**src/fbcb_pkg.sv**
```systemverilog
// fbcb_pkg: shared constants and types for the float box to cell box block
// no dependencies
package fbcb_pkg;
  localparam int unsigned NUM_EDGES = 4;
  localparam int unsigned FRAC_BITS = 23;
  localparam logic [7:0] EXP_BIAS = 8'h7F;
  localparam logic [7:0] EXP_ALL1 = 8'hFF;
  localparam logic [31:0] INT_MIN_U = 32'h8000_0000;
  localparam logic [31:0] INT_MAX_U = 32'h7FFF_FFFF;
  localparam logic [31:0] MINUS_ONE = 32'hBF80_0000;

  typedef logic [31:0] word_t;
  typedef word_t [NUM_EDGES-1:0] edges_t;
endpackage

```
**src/fbcb_lane.sv**
```systemverilog
// fbcb_lane: floor of one ieee single edge, registered, then truncating int conversion
// depends on fbcb_pkg
module fbcb_lane (
  input  logic           clk,
  input  logic           en,
  input  fbcb_pkg::word_t bits_in,
  output fbcb_pkg::word_t int_out
);
  import fbcb_pkg::*;

  word_t       fl;
  word_t       fl_next;
  logic [7:0]  ef;
  logic [4:0]  e_s;
  logic [22:0] low;
  logic [23:0] mant;
  logic [7:0]  fe;
  logic [31:0] mag;

  // floor on the bit pattern
  always_comb begin
    ef = bits_in[30:23];
    low = '0;
    mant = '0;
    if (ef < EXP_BIAS) begin
      fl_next = (bits_in[31] && (bits_in[30:0] != '0)) ? MINUS_ONE : '0;
    end else if (ef >= EXP_BIAS + 8'd23) begin
      fl_next = bits_in;
    end else begin
      low = 23'h7F_FFFF >> (ef - EXP_BIAS);
      if (!bits_in[31]) begin
        fl_next = {bits_in[31:23], bits_in[22:0] & ~low};
      end else begin
        mant = ({1'b0, bits_in[22:0]} + {1'b0, low}) & ~{1'b0, low};
        fl_next = {1'b1, ef + {7'd0, mant[23]}, mant[22:0]};
      end
    end
  end

  always_ff @(posedge clk) begin
    if (en) fl <= fl_next;
  end

  // conversion stage, unbiased exponent only needed modulo 32 here
  always_comb begin
    fe = fl[30:23];
    e_s = fe[4:0] - EXP_BIAS[4:0];
    mag = {8'd0, 1'b1, fl[22:0]};
    if (fe == EXP_ALL1 || (fe >= EXP_BIAS + 8'd31)) begin
      int_out = INT_MIN_U;
    end else if (fe < EXP_BIAS) begin
      int_out = '0;
    end else begin
      if (e_s >= 5'd23) mag = mag << (e_s - 5'd23);
      else mag = mag >> (5'd23 - e_s);
      int_out = fl[31] ? (32'd0 - mag) : mag;
    end
  end
endmodule

```
**src/fbcb_merge.sv**
```systemverilog
// fbcb_merge: gathers lane results, applies saturating plus one to max edges
// depends on fbcb_pkg
module fbcb_merge (
  input  fbcb_pkg::edges_t lane_int,
  output fbcb_pkg::edges_t cells
);
  import fbcb_pkg::*;

  always_comb begin
    cells[0] = lane_int[0];
    cells[1] = lane_int[1];
    for (int i = 2; i < 4; i++) begin
      cells[i] = (lane_int[i] == INT_MAX_U) ? lane_int[i] : lane_int[i] + 32'd1;
    end
  end
endmodule

```
**src/float_box_to_cell_box_top.sv**
```systemverilog
// float_box_to_cell_box_top: top level, four floor lanes, merge and output register
// depends on fbcb_pkg, fbcb_lane, fbcb_merge
//
// slave channel s_axis carries a rectangle as four ieee single edge patterns,
// master channel m_axis returns the covering half-open cell rectangle as four
// signed 32-bit indices. each edge has its own lane: floor, register, then
// integer conversion; the merge adds one (saturating) to the max edges.
// the lane registers, then the output register, hold each result; one rectangle
// per cycle is accepted while s_axis_tready is high. the two stages each move
// whenever their output slot is empty or being taken, so a stall on m_axis_tready
// holds the output stage and pushes back on s_axis_tready only when both are full.
// reset clears the valid flags; payload registers are not reset.
module float_box_to_cell_box_top (
  input  logic         clk,
  input  logic         rst,
  input  logic         s_axis_tvalid,
  output logic         s_axis_tready,
  // min_x_bits, min_y_bits, max_x_bits, max_y_bits from the lowest bit up
  input  logic [127:0] s_axis_tdata,
  output logic         m_axis_tvalid,
  input  logic         m_axis_tready,
  // cell_min_x, cell_min_y, cell_max_x, cell_max_y from the lowest bit up
  output logic [127:0] m_axis_tdata
);
  import fbcb_pkg::*;

  logic   v1;
  logic   v2;
  logic   adv2;
  logic   adv1;
  edges_t lane_int;
  edges_t cells;
  edges_t out_reg;

  assign adv2 = !v2 || m_axis_tready;
  assign adv1 = !v1 || adv2;
  assign s_axis_tready = adv1;

  for (genvar g = 0; g < NUM_EDGES; g++) begin : g_lane
    fbcb_lane u_lane (
      .clk     (clk),
      .en      (adv1),
      .bits_in (s_axis_tdata[32*g +: 32]),
      .int_out (lane_int[g])
    );
  end

  fbcb_merge u_merge (.lane_int(lane_int), .cells(cells));

  always_ff @(posedge clk) begin
    if (rst) begin
      v1 <= 1'b0;
      v2 <= 1'b0;
    end else begin
      if (adv1) v1 <= s_axis_tvalid;
      if (adv2) v2 <= v1;
    end
  end

  always_ff @(posedge clk) begin
    if (adv2 && v1) out_reg <= cells;
  end

  assign m_axis_tvalid = v2;
  assign m_axis_tdata  = out_reg;

  a_hold: assert property (@(posedge clk) disable iff (rst)
    m_axis_tvalid && !m_axis_tready |=> m_axis_tvalid && $stable(m_axis_tdata))
    else $error("output changed under stall");
  a_ready: assert property (@(posedge clk) disable iff (rst)
    !m_axis_tvalid |-> s_axis_tready)
    else $error("ready low with empty output");
  a_flow: assert property (@(posedge clk) disable iff (rst)
    v1 && !v2 |=> v2)
    else $error("stage one result lost");
endmodule

```
**config.mk**
```make
export PLATFORM = sky130hd
export DESIGN_NAME = float_box_to_cell_box_top
export DESIGN_NICKNAME = d
export VERILOG_FILES = /design/src/fbcb_pkg.sv /design/src/fbcb_lane.sv /design/src/fbcb_merge.sv /design/src/float_box_to_cell_box_top.sv
export SDC_FILE = /design/constraint.sdc
export NUM_CORES = 2
export LEC_CHECK = 0
export ABC_AREA = 1
export ABC_CLOCK_PERIOD_IN_PS = 6550
export BUFFER_PORTS_ARGS = -buffer_cell sky130_fd_sc_hd__buf_2
export CAP_MARGIN = 10
export CORE_MARGIN = 2
export CORE_UTILIZATION = 56
export CTS_CLUSTER_SIZE = 28
export DETAILED_ROUTE_END_ITERATION = 8
export GPL_ROUTABILITY_DRIVEN = 0
export PLACE_DENSITY_LB_ADDON = 0.1
export RECOVER_POWER = 100
export SYNTH_ARGS = -nofsm -noshare
export SYNTH_HDL_FRONTEND = slang
export SYNTH_SLANG_ARGS = --single-unit
```
**constraint.sdc**
```tcl
create_clock -name clk -period 6.55 [get_ports clk]
set_input_delay 0 -clock clk [delete_from_list [all_inputs] [get_ports clk]]
set_output_delay 0 -clock clk [all_outputs]
set_load 0.1 [all_outputs]
```
== Yosys cells after proc, flatten, opt, wreduce, memory -nomap -nowiden ==
Cells that the tools add are included.

* Flip-flop bits (word level): 258
* Word-level logic and storage cells: 155

* $add $sub $neg: 30
* $lt $le $gt $ge: 20
* Eq/ne operators: 6
* Shift operators: 12
* Muxes and demuxes: 40
* Bitwise logic cells: 16
* Reduce and logical (&&, ||, !) cells: 19

{| class="wikitable"
|+ Operators by type and width
! cell !! count
|-
| 32-bit two-way mux || 40
|-
| 24-bit by 5-bit left shift with 32-bit output || 4
|-
| 24-bit by 5-bit right shift with 32-bit output || 4
|-
| 1-bit by 32-bit subtractor with 32-bit output (first input constant) || 4
|-
| 31-bit nonzero test || 4
|-
| 23-bit by 23-bit adder with 24-bit output || 4
|-
| 24-bit AND || 4
|-
| 23-bit inverter with 24-bit output || 4
|-
| 23-bit AND || 4
|-
| 23-bit inverter || 4
|-
| 23-bit by 8-bit right shift with 23-bit output (first input constant) || 4
|-
| 32-bit by 1-bit adder with 32-bit output (second input constant) || 2
|-
| 32-bit by 31-bit equality test with 1-bit output (second input constant) || 2
|-
| 8-bit >= comparator (second input constant) || 8
|-
| 8-bit by 7-bit less-than comparator with 1-bit output (second input constant) || 8
|-
| 5-bit subtractor (second input constant) || 8
|-
| 8-bit by 1-bit adder with 8-bit output || 4
|-
| 8-bit equality test (second input constant) || 4
|-
| 8-bit by 7-bit subtractor with 8-bit output (second input constant) || 4
|-
| 5-bit >= comparator (second input constant) || 4
|-
| 5-bit subtractor (first input constant) || 4
|-
| 1-bit logical OR || 6
|-
| 1-bit logical AND || 5
|-
| 2-bit OR reduction || 2
|-
| 1-bit zero test || 2
|}

== Depth between registers and ports, before layout ==
* Depth after elaboration: 12
* Depth in mapped cells: 34
* Mapped depth without buffers: 33

== Cells and area by module ==
Synthesis repeated with hierarchy kept, for this count alone.

* Cell total of the unflattened synthesis: 6432
* Area, all modules: 38463.1 µm²

{| class="wikitable"
|+ By module, submodules not included
! module !! instances !! cells each !! area an instance (µm²) !! sequential area each (µm²)
|-
| fbcb_lane (g_lane[1].u_lane ...) || 2 || 1426 || 8110.3 || 960.9
|-
| fbcb_lane (g_lane[3].u_lane) || 1 || 1469 || 7892.6 || 960.9
|-
| fbcb_lane (g_lane[0].u_lane) || 1 || 1428 || 7701.1 || 960.9
|-
| float_box_to_cell_box_top || 1 || 138 || 3927.5 || 3883.7
|-
| fbcb_merge || 1 || 545 || 2721.4 || 0.0
|}

== Worst setup path after synthesis ==
OpenSTA, ideal clock, no wires.

* Kind: reg-to-reg
* From: reg v2 (netlist: m_axis_tvalid)
* To: reg out_reg, in the netlist m_axis_tdata[0] (enable)
* Library setup time: 656 ps
* Arrival: 7012 ps
* Data required time: 5894 ps
* Path slack: -1118 ps
* Stages on the path, launching flop included: 2
* Period minus slack after synthesis: 7668 ps
* Path through: dfxtp_1 > a21oi_1

* Word-level cells in the longest chain between the ends: 3

{| class="wikitable"
|+ RTL lines
! what !! RTL line !! text
|-
| start, declared || float_box_to_cell_box_top.sv:28 || <nowiki>logic v2;</nowiki>
|-
| start signal, assigned || float_box_to_cell_box_top.sv:56 || <nowiki>if (adv2) v2 <= v1;</nowiki>
|-
| 1-bit zero test || float_box_to_cell_box_top.sv:35 || <nowiki>assign adv2 = !v2 || m_axis_tready;</nowiki>
|-
| 1-bit logical OR || float_box_to_cell_box_top.sv:35 ||
|-
| 1-bit logical AND || float_box_to_cell_box_top.sv:61 || <nowiki>if (adv2 && v1) out_reg <= cells;</nowiki>
|-
| end signal, assigned || float_box_to_cell_box_top.sv:61 ||
|-
| end, declared || float_box_to_cell_box_top.sv:33 || <nowiki>edges_t out_reg;</nowiki>
|}

No other way between the ends.
A chain may end at the register's enable or synchronous reset.

==> impl_metrics.ini <==
[routing]
vias = 39900
route.detailed.drc = 0
avgRoutedWirePerCell_um = 16.7
wl_um = 114000
viasPerCell = 5.86
ant_nets = 0
drtIter0Drc = 4036
firstDrtPassIters = 7

[sta]
finalCriticalPeriod_ns = 6.04
slew_headroom_pct = -112
rsz0062_at_grt = no
fin_crit_sh_pct = 92.3
tightest_slew_ns = 3.18
max_freq_mhz = 165
setup_viol = 0
fin_tns_setup_ns = 0
fin_ws_ns = 0.506
hold_violations = 0
finClkSkew_ns = 0.0234
maxSlewViolCount = 264

[clock_tree]
cts_setup_buffers = 0
cts_buffer_depth = 3
h-tree-depth = 1
cts_tree = built
cts.sinks = 258
clk_pin_slew_worst_paths_ns = 0.06
cts_buffers = 29
clock-root-buffer = clkbuf_16
clk-insertion-delay-late_ns = 0.58

[power_and_ir_drop]
power.density_mw_per_mm2 = 238
power_leakage_uw = 0.0180
vdd_drop_max_v = 0.000176
finalPower_uw = 9020

[grt]
track_usage_pct = 34.8
grt_max_degree = 97
grt_pass1_wl_um = 182000
antenna_found_initial = 8
grt_overflow = 0
grt_pass1_vias = 36100

[logic_synthesis]
ys_types = 70
synth_edf_count = 256
synth_area_per_cell_um2 = 6.01
ys_ff_latch = 258
synth_seq_area_share_pct = 22.3
synthArstFlopShare_pct = 0
synth-warning-count = 0
netlist_area_mm2 = 0.0346
synthesis.nets = 6037
syn_inst = 5759
synth-main-ff-cell = edfxtp_1

[worst_hold_path]
hold_class = primary input to flop
min_delay_path_depth = 5

[layout]
nNetsFinal = 6257
stdcell_count = 6798
drive_gt1_share_pct = 6.60
utilization_pct = 61.8
fillers = 6176
area_delta_synth_final_pct = 9.72

[floorplanning]
start_util_pct = 56.4
fp.dieW_um = 253
core_area_mm2 = 0.0614
die_h_um = 253
num_rows = 91
io_pins = 262
die_area_mm2 = 0.0638

[status]
violations = max-capacitance violations, max-slew violations
status = complete, but fails checks

[worst_setup_path]
cp_max_fo = 37
critical_path.endpoint_type = flop
critPathLaunchType = flop
required_ns = 6.88
arrival_ns = 6.38
critical_path_class = flop to flop
reg2reg_depth = 24

[place]
place_inst = 6608
detailedPlace.worstSlack_ns = 1.02
numPortBuffers = 261
dp_hpwl_um = 88300

[run]
drv_cap = 5
==> layout by cell type (no fill, tap or decap), types with 36 or more instances in the layout <==
cell	count
inv_1	555
buf_2	125
xor2_1	85
edfxtp_1	256
xnor2_1	36
nand2_1	1734
a21oi_1	353
nand3_1	658
ha_1	142
nor3_1	64
nand4_1	56
clkbuf_1	142
dlygate4sd3_1	130
o21ai_0	495
nor2_1	568
o211ai_1	59
==> metrics by stage <==
stage	hold WS (ns)	cell area, um^2
2_1_floorplan	0.0691	34600
3_3_place_gp	0.181	36000
3_5_place_dp	0.184	36000
4_1_cts	0.0138	38200
5_1_grt	0.0671	37900
6_report	0.0473	37900
==> final timing paths <==
path	slack, ns	endpoint	startpoint
setup reg to reg	0.51	m_axis_tdata[95]$_DFFE_PP_	g_lane[2].u_lane.fl[23]$_DFFE_PP_
hold reg to reg	0.53	m_axis_tvalid$_SDFFE_PP0N_	m_axis_tvalid$_SDFFE_PP0N_
hold / removal	0.05	g_lane[2].u_lane.fl[26]$_DFFE_PP_	s_axis_tdata[90]
setup / recovery	0.51	m_axis_tdata[95]$_DFFE_PP_	g_lane[2].u_lane.fl[23]$_DFFE_PP_
==> flip-flops by register name, indices dropped and copies added, names as in the netlist <==
register / count
m_axis_tdata: 128
v1: 1
m_axis_tvalid: 1
g_lane.u_lane.fl: 128
==> logic make-up after synthesis <==
logic type | synth area share (%)
adders and majority gates | 5.37
and+or+nand+nor | 41.4
xor gates and xnor gates | 3.18
muxes | 0.347
DFF | 22.3
AOI/OAI and AO/OA | 17.4
buffers and inverters | 9.95
==> final cells by class <==
class                      instances  area [um^2]  area share (%)
antenna                            8         20.0          0.0528
clock buffer                      34          744            1.96
clock inverter                    18          184           0.485
inverter                         598         2250            5.93
multi-input combinational       4668        23400            61.6
sequential                       258         7730            20.4
tap                              790          988            2.60
timing repair buffer             424         2680            7.05
==> worst max-delay path, stage by stage (launching register included) <==
cell and delay, ns:
edfxtp_1 0.35, buf_4 0.26, inv_1 0.60, ha_1 0.53
nor2_4 0.25, nand3_1 0.19, nor2_1 0.14, nor2_1 0.05
nand2_1 0.60, inv_1 0.32, nand2_1 0.19, nand2_1 0.13
ha_1 0.25, o21ai_0 0.17, nand3_1 0.20, inv_1 0.17
nand2_1 0.08, nor2_1 0.17, nand2_1 0.12, nor2_1 0.21
nand3_1 0.21, nor2_4 0.22, nand3_1 0.16, nor2_2 0.17
nor2_1 0.05
==> per-layer routing <==
metal  global-route usage (%)  vias up  wire length (um)
li1                         -    19800                 -
met1                     44.6    17800             46800
met2                     58.3     1869             52000
met3                     3.89      399              8750
met4                     16.9        2              6190
met5                        0        -                14
==> what timing repair did <==
item | CTS | global route
hold buffers | 130 | 0
endpoints found under the hold margin | 123 | 0
gates resized for setup | 0 | 0
==> power by group <==
group	switching [uW]	total [uW]	internal, uW
clock	678	1610	932
sequential	72.5	2070	2000
combinational	3850	5340	1480
==> cells in the mapped netlist (all sizes together), types with 22 or more instances <==
library cell / count / area, um^2
nand4: 58 / 375
nor2: 612 / 2480
xnor2: 37 / 332
nor3: 65 / 337
ha: 142 / 1780
o211ai: 59 / 443
edfxtp: 256 / 7690
a31oi: 22 / 144
buf: 120 / 757
a21oi: 356 / 1790
clkbuf: 115 / 435
o21ai: 524 / 2630
nand2: 1776 / 6870
nand3: 685 / 3580
xor2: 86 / 768
nor4: 35 / 219
inv: 588 / 2210
or2: 37 / 231
No activity file was read; power rests on OpenSTA's default activity.
